$ cat src/rppi_pkg.sv
// Shared types, constants and tables for the regular polygon point test.
`timescale 1ns / 1ps
`default_nettype none
package rppi_pkg;

   localparam int CORDIC_STAGES = 20;
   localparam int FRACTION_BITS = 16;
   localparam int MAX_EDGES     = 64;

   localparam int COORD_W  = 32;
   localparam int ANGLE_W  = 32;
   localparam int DATA_W   = 36;
   localparam int EDGE_W   = 7;
   localparam int RADIUS_W = 31;
   localparam int ROT_W    = 16;
   localparam int STAGE_W  = 5;

   localparam logic signed [DATA_W-1:0] CORDIC_START =
      DATA_W'(652032874 >> (30 - FRACTION_BITS));

   typedef enum logic [1:0] {
      CSR_CORNER_RADIUS  = 2'd0,
      CSR_EDGE_COUNT     = 2'd1,
      CSR_ROTATION_TURNS = 2'd2,
      CSR_UNUSED         = 2'd3
   } csr_index_type;

   typedef enum logic [4:0] {
      ST_IDLE, ST_SQUARE, ST_RANGE, ST_VECTOR, ST_SECTOR,
      ST_DSTART0, ST_DIV0, ST_DSTART1, ST_DIV1,
      ST_INJECT0, ST_INJECT1, ST_ROTATE, ST_SCALE, ST_SATURATE,
      ST_PRODUCT, ST_CROSS, ST_OUT
   } state_type;

   typedef struct packed {
      logic                     valid;
      logic                     vec_mode;
      logic                     tag;
      logic signed [DATA_W-1:0] x;
      logic signed [DATA_W-1:0] y;
      logic [ANGLE_W-1:0]       z;
   } cordic_beat_type;

   function automatic logic [ANGLE_W-1:0] atan_turns(input logic [STAGE_W-1:0] idx);
      logic [ANGLE_W-1:0] r;
      unique case (idx)
         5'd0:  r = 32'h20000000;  5'd1:  r = 32'h12E4051E;
         5'd2:  r = 32'h09FB385B;  5'd3:  r = 32'h051111D4;
         5'd4:  r = 32'h028B0D43;  5'd5:  r = 32'h0145D7E1;
         5'd6:  r = 32'h00A2F61E;  5'd7:  r = 32'h00517C55;
         5'd8:  r = 32'h0028BE53;  5'd9:  r = 32'h00145F2F;
         5'd10: r = 32'h000A2F98;  5'd11: r = 32'h000517CC;
         5'd12: r = 32'h00028BE6;  5'd13: r = 32'h000145F3;
         5'd14: r = 32'h0000A2F9;  5'd15: r = 32'h0000517D;
         5'd16: r = 32'h000028BE;  5'd17: r = 32'h0000145F;
         5'd18: r = 32'h00000A30;  5'd19: r = 32'h00000518;
         5'd20: r = 32'h0000028C;  5'd21: r = 32'h00000146;
         5'd22: r = 32'h000000A3;  5'd23: r = 32'h00000051;
         5'd24: r = 32'h00000029;  5'd25: r = 32'h00000014;
         5'd26: r = 32'h0000000A;  5'd27: r = 32'h00000005;
         5'd28: r = 32'h00000003;  5'd29: r = 32'h00000001;
         default: r = '0;
      endcase
      return r;
   endfunction

endpackage
`default_nettype wire

$ cat src/rppi_divider.sv
// Restoring divider: floor(k * 2^32 / n), one quotient bit per cycle.
`timescale 1ns / 1ps
`default_nettype none
module rppi_divider (
   input  wire logic                        clock,
   input  wire logic                        reset,
   input  wire logic                        start,
   input  wire logic [rppi_pkg::EDGE_W-1:0] numer_k,
   input  wire logic [rppi_pkg::EDGE_W-1:0] denom_n,
   output logic                             done,
   output logic [rppi_pkg::ANGLE_W-1:0]     quotient
);
   import rppi_pkg::*;

   localparam int NUM_W = EDGE_W + ANGLE_W;
   localparam int CNT_W = $clog2(NUM_W);

   logic             busy_ff, busy_in, done_ff, done_in;
   logic [CNT_W-1:0] cnt_ff, cnt_in;
   logic [EDGE_W-1:0] rem_ff, rem_in;
   logic [NUM_W-1:0] num_ff, num_in;
   logic [ANGLE_W-1:0] quo_ff, quo_in;
   logic [EDGE_W:0]  trial;
   logic             ge;

   always_comb begin
      busy_in = busy_ff;
      done_in = 1'b0;
      cnt_in  = cnt_ff;
      rem_in  = rem_ff;
      num_in  = num_ff;
      quo_in  = quo_ff;
      trial   = {rem_ff, num_ff[NUM_W-1]};
      ge      = trial >= {1'b0, denom_n};
      if (start) begin
         busy_in = 1'b1;
         cnt_in  = CNT_W'(NUM_W - 1);
         rem_in  = '0;
         num_in  = {numer_k, {ANGLE_W{1'b0}}};
         quo_in  = '0;
      end else if (busy_ff) begin
         rem_in = ge ? EDGE_W'(trial - {1'b0, denom_n}) : trial[EDGE_W-1:0];
         quo_in = {quo_ff[ANGLE_W-2:0], ge};
         num_in = num_ff << 1;
         cnt_in = cnt_ff - 1'b1;
         if (cnt_ff == '0) begin
            busy_in = 1'b0;
            done_in = 1'b1;
         end
      end
   end

   always_ff @(posedge clock) begin
      cnt_ff <= cnt_in;
      rem_ff <= rem_in;
      num_ff <= num_in;
      quo_ff <= quo_in;
      if (reset) begin
         busy_ff <= 1'b0;
         done_ff <= 1'b0;
      end else begin
         busy_ff <= busy_in;
         done_ff <= done_in;
      end
   end

   assign done     = done_ff;
   assign quotient = quo_ff;
endmodule
`default_nettype wire

$ cat config.mk
export PLATFORM = sky130hd
export DESIGN_NAME = rppi_divider
export DESIGN_NICKNAME = d
export VERILOG_FILES = /design/src/rppi_pkg.sv /design/src/rppi_divider.sv
export SDC_FILE = /design/constraint.sdc
export NUM_CORES = 1
export LEC_CHECK = 0
export BUFFER_PORTS_ARGS = -buffer_cell sky130_fd_sc_hd__buf_2
export CAP_MARGIN = 20
export CORE_MARGIN = 3
export CORE_UTILIZATION = 45
export CTS_BUF_LIST = sky130_fd_sc_hd__clkbuf_16
export CTS_CLUSTER_DIAMETER = 120
export DETAILED_ROUTE_END_ITERATION = 16
export PLACE_DENSITY = 0.7
export RECOVER_POWER = 50
export SETUP_SLACK_MARGIN = 0.02
export SYNTH_ARGS = -nofsm -noshare
export SYNTH_HDL_FRONTEND = slang
export SYNTH_SLANG_ARGS = --single-unit
export TNS_END_PERCENT = 20
$ cat constraint.sdc
create_clock -name clock -period 2.1 [get_ports clock]
set_clock_uncertainty 0.2 [all_clocks]
set_input_delay 0.105 -clock clock [delete_from_list [all_inputs] [get_ports clock]]
set_output_delay 0.105 -clock clock [all_outputs]
set_load 0.005 [all_outputs]
==> impl_results.md, run 1 <==
- Max Freq: 464 MHz
- Clk buf depth: 2
- Latest clock arrival within the worst-skew pair: 0.29 ns
- Design area: 3140 µm²
- CORE AREA: 5170 µm²
- Via count: 1924
- Gate power share: 0.185
- Register area: 1150 µm²
- Worst reg-to-reg setup slack: -0.05 ns
- Hold Fails Final Rpt: 0
- TritonCTS clock tree: built
- Die Span X: 79.4 µm
- Outcome: finished, violations left
- Reg power frac: 0.472
- Crit path kind: flip-flop to flip-flop
- Post-Route WL: 4.78 mm
- Pwr dens: 748 nW/µm²
- First-pass GRT wire length: 8.20 mm
- Top sig layer: met4
- Register bit total from synthesis: 54
- Met1 WL: 2.21 mm
- CTS Buf Count: 5
- Post-synth ARST share: 0
- Rows: 26
- Max VDD drop: 0.385 mV
- Non-filler cells, final: 392
- Worst setup margin: -0.0543 ns
- CP cell instances: inv_1, ha_2, fa_2, nand2b_4, a211oi_4, nor3_4, buf_4, mux2i_1, a211oi_1
- Net count of the finished layout: 348
- Leakage: 1.37 nW
- Post-Synth Adder-Cell Area: 0.0546
- Layout cell share with drive strength beyond 1: 0.248
- Setup Viol. Count Final: 5
- Switching Share: 0.253
- Cell taking the most area after synthesis: dfxtp_1
- Multi-input gate area: 1220 µm²
- Placed inst area: 2910 µm²
- Top cells by area, synth: dfxtp_1 (39%), mux2i_1 (15%), edfxtp_1 (8.7%), nor2_1 (8.0%), ha_1 (4.6%)
- R2R depth: 9
- Drt first pass iters: 5
- Largest family of logic cells by synthesized area: multiplexers
- Post-Synthesis Cell Area: 2430 µm²
- Final Max Slew Viols: 0
- Power, Total: 2.35 mW
- Setup TNS: -0.181 ns
- GPL Wtd Cong: 0.784
- Number of synthesized flops with an enable pin: 7
- Part of the cycle the worst path needs: 1.03
- Drc violations: 0
- Tmin final: 2.15 ns
- Dpl cells: 374
- GR Overflow Total: 0
- Compound-Gate Fraction of Synth Area: 0.0737
- Failing checks: setup timing
- Sequential share of the synthesized area: 0.474
- CTS sink cnt: 54
- RSZ-0062 raised after global routing: true
- GRT Total Usage: 0.163
- Yosys top cell area share: 0.388
- Die area: 6310 µm²
- Die height: 79.4 µm
- Port buffer count: 49
- Initial antenna violation count: 0
- Syn_nets: 272
- Per-cell routed wire length: 12.2 µm
- Xor-xnor portion of the synthesized cell area: 0.0253
- Crit path launch type: flip-flop
- DRT iter0 DRCs: 95
- Layout area overhead: 29.2%
- Worst Tran Pin Value: 0.774 ns
- Hold path start: start
- DRT antenna net count: 0
- Hold Crit Depth: 2
- Via/cell ratio: 4.91
- Ports: 50
- H-tree depth: 2
- Worst EP required: 2.10 ns
- RR Endpoint: rem_ff[2]
- Clock power frac: 0.343
- Most common cell after layout, fill and taps aside: nor2_1
- Pin count of the biggest net entering global routing: 53
- Slowest cell on crit path: fa_2
- CTS root buf: clkbuf_16
- Hold path endpoint: quotient[3]
- Mux contribution to synthesized area: 0.181
- Simple-gate share of the synthesized area: 0.153
- MaxCap Viol Count: 0
- Net switching power: 0.593 mW
- Yosys cell types: 37
- Syn Area/Cell: 9.91 µm²
- CP arrival: 2.16 ns
- Worst path max stage delay: 0.33 ns
- YS warnings: 0
- Slew HR: 0.484
- Initial core utilization: 0.469
- Fill count: 445
- CP Capture Type: flip-flop
- Worst min-delay path category: input pin to flip-flop
- Vias in the first global route: 1866
- Synth Flop Type: dfxtp_1
- N_diodes: 0
- Internal: 1.75 mW
- Worst r2r src: num_ff[38]
- Routed met2 length: 2.38 mm
- Clk slew on worst S/H paths: 0.07 ns
- Hpwl dp: 3.24 mm
- CP max FO: 7
- Cells after synthesis: 245
- Metal3 WL: 131 µm
- Most frequent cells in the layout: nor2_1 (52), dfxtp_1 (47), mux2i_1 (36), buf_2 (31), buf_4 (23)
==> worst max path at each step <==
stage / slack (ns) / endpoint / start / depth (start not counted)
2_1_floorplan: -0.13 / rem_ff[0] / num_ff[38] / 8
3_3_place_gp: -0.12 / rem_ff[0] / num_ff[38] / 8
3_5_place_dp: -0.16 / rem_ff[0] / num_ff[38] / 8
4_1_cts: -0.09 / rem_ff[0] / num_ff[38] / 8
5_1_grt: -0.19 / rem_ff[2] / num_ff[38] / 9
6_report: -0.05 / rem_ff[2] / num_ff[38] / 9
==> cell usage after synthesis (2+ instances only) <==
cell       n
clkbuf_1   8
a311oi_1   2
nor3_1     3
a211oi_1   4
edfxtp_1   7
nand2_1    7
xor2_1     3
mux2i_1   36
inv_1     12
nor4_1     3
nand2b_1   5
ha_1       9
o21ai_0    3
buf_2      3
mux2_2     6
a21oi_1    8
a211oi_2   3
a31o_1     2
xnor2_1    4
nor2_1    52
dfxtp_1   47
nand3_1    3
==> power groups by stage <==
stage / clock network (mW) / registers (mW) / logic (mW)
floorplan: 0 / 1.12 / 0.277
global placement: 0 / 1.13 / 0.399
detailed placement: 0 / 1.13 / 0.405
CTS: 0.834 / 1.11 / 0.439
global route: 0.874 / 1.11 / 0.488
finish: 0.805 / 1.11 / 0.434
==> flip-flops by register name, summed over array words and instances (netlist names) <==
signal,count
rem_ff,7
busy_ff,1
quotient,32
done,1
num_ff,7
cnt_ff,6
==> through the flow <==
| step | worst slack (ns) | utilization | hold slack (ns) |
|---|---|---|---|
| after floorplan | -0.129 | - | -0.0226 |
| after global placement | -0.122 | 0.563 | 0.0861 |
| after detailed placement | -0.165 | 0.563 | 0.0878 |
| after CTS | -0.0899 | 0.613 | 0.0841 |
| after global routing | -0.194 | 0.606 | 0.110 |
| final | -0.0543 | 0.606 | 0.0716 |
==> logic make-up (layout without fill, tap and decap cells) <==
kind of cell | count (synthesis) | after routing
AOI/OAI and AO/OA | 25 | 25
xor gates and xnor gates | 7 | 7
adders and majority gates | 10 | 10
buffers and inverters | 24 | 101
DFF | 54 | 54
muxes | 43 | 43
and+or+nand+nor | 82 | 82
==> worst max-delay path: cells and delay by family, from the launching register on <==
kind / cells / cell delay, ns
AO/OA/AOI/OAI: 2 / 0.48
adder cells (fa/ha/maj): 2 / 0.50
buffers and inverters: 2 / 0.20
flip-flops: 1 / 0.32
multiplexers: 1 / 0.11
AND/OR/NAND/NOR: 2 / 0.26
==> final cells by class <==
cell class / instances / area share
clock inverters: 3 / 0.00678
inverters: 12 / 0.0144
flip-flops and latches: 54 / 0.367
clock buffers: 5 / 0.0399
repair buffers: 81 / 0.154
multi-input cells: 167 / 0.390
well taps: 70 / 0.0279
==> layer usage <==
| metal | global-route usage | up-vias |
|---|---|---|
| met4 | 0.0515 | 0 |
| met5 | 0 | - |
| met3 | 0.0305 | 7 |
| met2 | 0.285 | 31 |
| met1 | 0.201 | 895 |
| li1 | - | 991 |
==> repair_timing <==
| action | in CTS | in global routing |
|---|---|---|
| setup endpoints to repair | 8 | 8 |
| hold buffers | 8 | 0 |
| resized for setup | 3 | 0 |
| hold endpoints to repair | 9 | 0 |
| pin swaps | 5 | 1 |
| setup buffers | 2 | 0 |
Note: power is estimated with default switching activity, not from simulation.
==> run 2: changes to the inputs <==
Settings changed: CORE_ASPECT_RATIO set to 1.25.
==> run 2 against run 1 <==
Net effect: the flow still finishes with violations (setup timing); critical path depth is the same; clock-buffer cell count grew 1; core utilization grew 1.2 points; first-iteration DRC count grew 9.5%; power grew 3.4%; largest power group unchanged; highest routed layer unchanged.
==> impl_results.md, run 2 (synthesis gave the netlist of run 1 again) <==
- Outcome: finished, violations left
- Failing checks: setup timing
- TritonCTS clock tree: built
- CP arrival: 2.17 ns (about the same)
- Via/cell ratio: 4.93 (+0.39%)
- CTS sink cnt: 54 (unchanged)
- Final hold slack: 0.0646 ns (-0.00710 ns)
- Crit path launch type: flip-flop
- Post-Route WL: 4.94 mm (+3.4%)
- Layout cell share with drive strength beyond 1: 0.257 (+0.00852)
- Power, Total: 2.43 mW (+3.4%)
- Clk slew on worst S/H paths: 0.07 ns (about the same)
- Pwr dens: 762 nW/µm² (+1.8%)
- CP max FO: 7 (unchanged)
- RSZ-0062 raised after global routing: true
- DRT antenna net count: 0 (unchanged)
- Slew HR: 0.659 (+0.175)
- Pre-CTS WS: -0.159 ns (+0.00594 ns)
- Placed inst area: 2890 µm² (-0.77%)
- Per-cell routed wire length: 12.8 µm (+5.3%)
- Vias in the first global route: 1766 (-5.4%)
- Net count of the finished layout: 350 (+0.57%)
- CORE AREA: 5150 µm² (-0.39%)
- CTS root buf: clkbuf_16
- Layout area overhead: 31.1%
- Leakage: 1.35 nW (-0.99%)
- Max VDD drop: 0.754 mV (+96%)
- H-tree depth: 2 (unchanged)
- Part of the cycle the worst path needs: 1.05 (+0.0231)
- Initial antenna violation count: 0 (unchanged)
- Die Span X: 71.7 µm (-9.8%)
- GRT Total Usage: 0.166 (+0.00311)
- Worst Tran Pin Value: 0.507 ns (-0.267 ns)
- Die area: 6320 µm² (about the same)
- Ports: 50 (unchanged)
- Most frequent cells in the layout: nor2_1 (52), dfxtp_1 (46), mux2i_1 (35), buf_4 (26), clkbuf_1 (25)
- Hold path start: start
- Drc violations: 0 (unchanged)
- Worst r2r src: num_ff[38]
- Worst min-delay path category: input pin to flip-flop
- CTS Buf Count: 5 (unchanged)
- Pin count of the biggest net entering global routing: 32 (-40%)
- Final Max Slew Viols: 0 (unchanged)
- First-pass GRT wire length: 8.14 mm (-0.76%)
- GR Overflow Total: 0 (unchanged)
- CP startpoint: num_ff[38]
- Worst EP required: 2.07 ns (-0.03 ns)
- Dpl cells: 366 (-2.1%)
- CP Capture Type: flip-flop
- Tmin final: 2.20 ns (+0.0485 ns)
- Setup Viol. Count Final: 7 (+2)
- MaxCap Viol Count: 0 (unchanged)
- Crit path kind: flip-flop to flip-flop
- Clk buf depth: 2 (unchanged)
- Most common cell after layout, fill and taps aside: nor2_1
- Max Freq: 454 MHz (-2.2%)
- Hold Crit Depth: 2 (unchanged)
- GPL Wtd Cong: 0.813 (+3.7%)
- Latest clock arrival within the worst-skew pair: 0.29 ns (about the same)
- Via count: 1897 (-1.4%)
- Max reg flops: 32 (unchanged)
- Non-filler cells, final: 385 (-1.8%)
- Initial core utilization: 0.471 (+0.00182)
- Fin util: 0.618 (+0.0116)
- Setup TNS: -0.452 ns (-0.271 ns)
- Worst setup margin: -0.103 ns (-0.0485 ns)
- Design area: 3180 µm² (+1.5%)
- Hold Fails Final Rpt: 0 (unchanged)
- Rows: 29 (+12%)
- Port buffer count: 49 (unchanged)
- Drt first pass iters: 4 (-1)
- Die height: 88.1 µm (+11%)
- Hpwl dp: 3.35 mm (+3.3%)
- R2R depth: 9 (unchanged)
- DRT iter0 DRCs: 104 (+9.5%)
- N_diodes: 0 (unchanged)
[run 2: path summary, 6_finish.rpt]
path         slack (ns)           end
min reg2reg        0.29     rem_ff[6]
min                0.06  quotient[22]
max               -0.10     rem_ff[3]
max reg2reg       -0.10     rem_ff[3]
[run 2: layout make-up]
class / instances / area (µm²)
clock buffers: 6 / 150
multi-input cells: 167 / 1260
well taps: 62 / 77.6
repair buffers: 83 / 489
clock inverters: 1 / 8.76
fillers: 462 / 1970
inverters: 12 / 45.0
flip-flops and latches: 54 / 1150
[run 2: timing repair]
| action | CTS | global route |
|---|---|---|
| endpoints found under the setup margin | 8 | 8 |
| pin swaps | 12 | 1 |
| setup buffers | 1 | 3 |
| cloned | 0 | 0 |
| endpoints found under the hold margin | 9 | 0 |
| resized for setup | 7 | 4 |
| hold buffers | 8 | 0 |
[run 2: worst max-delay path, cell delays in order (launching register included)]
cell      delay [ns]
edfxtp_1        0.37
inv_2           0.09
ha_4            0.14
fa_2            0.19
nand2b_4        0.13
a211oi_4        0.07
nor3_4          0.37
buf_4           0.19
mux2i_2         0.23
a211oi_2        0.09
[run 2: power breakdown]
| part | internal, mW | total, mW | leakage [nW] | switching, mW |
|---|---|---|---|---|
| sequential | 1.09 | 1.11 | 0.452 | 0.0245 |
| combinational | 0.238 | 0.457 | 0.823 | 0.219 |
| clock | 0.509 | 0.858 | 0.0781 | 0.348 |
[run 2: metal layers]
layer	part of all wire	GRT usage	wire, µm	vias to the layer above
li1	-	-	-	988
met1	0.45	0.202	2220	866
met2	0.50	0.283	2450	37
met3	0.040	0.0402	200	6
met4	0.015	0.0615	76	0
met5	0	0	0	-
==> run 3: changes to the inputs <==
Settings changed: PLACE_DENSITY 0.7 to 0.68.
Clock period 2.1 ns to 2.7 ns, I/O delays scaled along.
==> run 3 against run 2 <==
Net effect: the run now ends clean; power decreased by 24%; critical path depth decreased by 1; routed wire length decreased by 9.3%; first-iteration DRC count decreased by 34%; clock-buffer cell count increased by 1; final cell count decreased by 5.7%; clock power decreased by 16%; die area unchanged; critical path type unchanged; largest cell class unchanged; largest power group unchanged.
==> impl_results.md, run 3 (synthesis gave the netlist of run 1 again) <==
- H-tree depth: 2 (unchanged)
- Die Span X: 71.7 µm (unchanged)
- Setup Viol. Count Final: 0 (-7)
- R2R depth: 8 (-1)
- DRT antenna net count: 0 (unchanged)
- Worst EP required: 2.70 ns (+0.63 ns)
- GPL Wtd Cong: 0.821 (+1.1%)
- Worst min-delay path category: input pin to flip-flop
- Leakage: 1.24 nW (-8.7%)
- Clk buf depth: 2 (unchanged)
- Most frequent cells in the layout: nor2_1 (52), dfxtp_1 (46), mux2i_1 (36), clkbuf_1 (26), buf_2 (23)
- CP Capture Type: flip-flop
- CORE AREA: 5150 µm² (unchanged)
- Worst Tran Pin Value: 1.35 ns (+0.843 ns)
- Layout cell share with drive strength beyond 1: 0.150 (-0.107)
- Initial antenna violation count: 0 (unchanged)
- Die area: 6320 µm² (unchanged)
- Hold Fails Final Rpt: 0 (unchanged)
- GRT Total Usage: 0.147 (-0.0184)
- TritonCTS clock tree: built
- Design area: 2950 µm² (-7.4%)
- Setup bufs post-CTS: 0 (-1)
- Outcome: finished, final reports clean
- Rows: 29 (unchanged)
- Pin count of the biggest net entering global routing: 34 (+6.3%)
- DRT iter0 DRCs: 69 (-34%)
- MaxCap Viol Count: 0 (unchanged)
- Via count: 1851 (-2.4%)
- Part of the cycle the worst path needs: 0.905 (-0.144)
- Net count of the finished layout: 327 (-6.6%)
- Crit path launch type: flip-flop
- Clk slew on worst S/H paths: 0.06 ns (about the same)
- Max Freq: 409 MHz (-9.8%)
- Setup TNS: 0 ns (+0.452 ns)
- Tmin final: 2.44 ns (+0.241 ns)
- Placed inst area: 2730 µm² (-5.7%)
- Hold Crit Depth: 4 (+2)
- Post-Route WL: 4.48 mm (-9.3%)
- Vias in the first global route: 1732 (-1.9%)
- First-pass GRT wire length: 7.60 mm (-6.6%)
- CTS Buf Count: 5 (unchanged)
- Max VDD drop: 0.515 mV (-32%)
- Drt first pass iters: 4 (unchanged)
- CP max FO: 9 (+2)
- Most common cell after layout, fill and taps aside: nor2_1
- N_diodes: 0 (unchanged)
- Latest clock arrival within the worst-skew pair: 0.28 ns (about the same)
- CP arrival: 2.44 ns (+0.27 ns)
- Initial core utilization: 0.471 (unchanged)
- RSZ-0062 raised after global routing: false
- Final Max Slew Viols: 0 (unchanged)
- Cts-stage hold buffer count: 8 (unchanged)
- Die height: 88.1 µm (unchanged)
- Slew HR: 0.0996 (-0.559)
- Dpl cells: 347 (-5.2%)
- Via/cell ratio: 5.10 (+3.5%)
- Pwr dens: 625 nW/µm² (-18%)
- Post-CTS Resized: 0 (-7)
- Max reg flops: 32 (unchanged)
- CTS sink cnt: 54 (unchanged)
- Drc violations: 0 (unchanged)
- CTS root buf: clkbuf_16
- GR Overflow Total: 0 (unchanged)
- Crit path kind: flip-flop to flip-flop
- GR Util met2: 0.244 (-0.0385)
- Per-cell routed wire length: 12.3 µm (-3.8%)
- Gr busiest metal: met2
- Ports: 50 (unchanged)
- Met3 Usage GRT: 0.0333 (-0.00689)
- Power, Total: 1.84 mW (-24%)
- Non-filler cells, final: 363 (-5.7%)
- Hpwl dp: 3.11 mm (-7.0%)
- Port buffer count: 49 (unchanged)
- Met1 Resource Use GR: 0.190 (-0.0117)
- Layout area overhead: 21.4%
[run 3: cell type report]
type                       count  area, µm²
inverter                      12       45.0
sequential                    54       1150
fill                         510       2200
clock inverter                 1       3.75
clock buffer                   7        175
multi-input combinational    167       1180
tap                           62       77.6
timing repair buffer          60        312
[run 3: final timing paths]
kind	startpoint	end	slack [ns]
setup / recovery	num_ff[38]	rem_ff[0]	0.26
hold / removal	denom_n[0]	rem_ff[0]	0.12
setup reg to reg	num_ff[38]	rem_ff[0]	0.26
hold reg to reg	quotient[31]	quotient[31]	0.30
[run 3: worst max-delay path, cell delays in order, from the launching register on]
cell and delay, ns:
edfxtp_1 0.32, inv_1 0.05, ha_1 0.19, fa_1 0.40
nand2b_1 0.20, a211oi_2 0.34, nor3_4 0.13, mux2_1 0.34
a211oi_2 0.20
[run 3: power breakdown]
part           leakage [nW]  internal, mW  switching, mW  total [mW]
Clock                0.0878         0.453          0.265       0.718
Combinational         0.695         0.122          0.141       0.263
Sequential            0.452         0.844         0.0183       0.863
Total                  1.24          1.42          0.425        1.84
[run 3: per-layer routing]
metal / vias up / wire, µm
met5: - / 0
met4: 0 / 49
met3: 6 / 173
met2: 38 / 2130
met1: 855 / 2130
li1: 952 / -
[run 3: metrics by stage]
| stage | util | hold slack (ns) | worst slack, ns |
|---|---|---|---|
| global placement | 0.529 | 0.113 | 0.309 |
| floorplan | - | 0.00738 | 0.380 |
| detailed placement | 0.529 | 0.118 | 0.259 |
| CTS | 0.579 | 0.119 | 0.244 |
| global route | 0.572 | 0.150 | 0.0989 |
| finish | 0.572 | 0.120 | 0.257 |
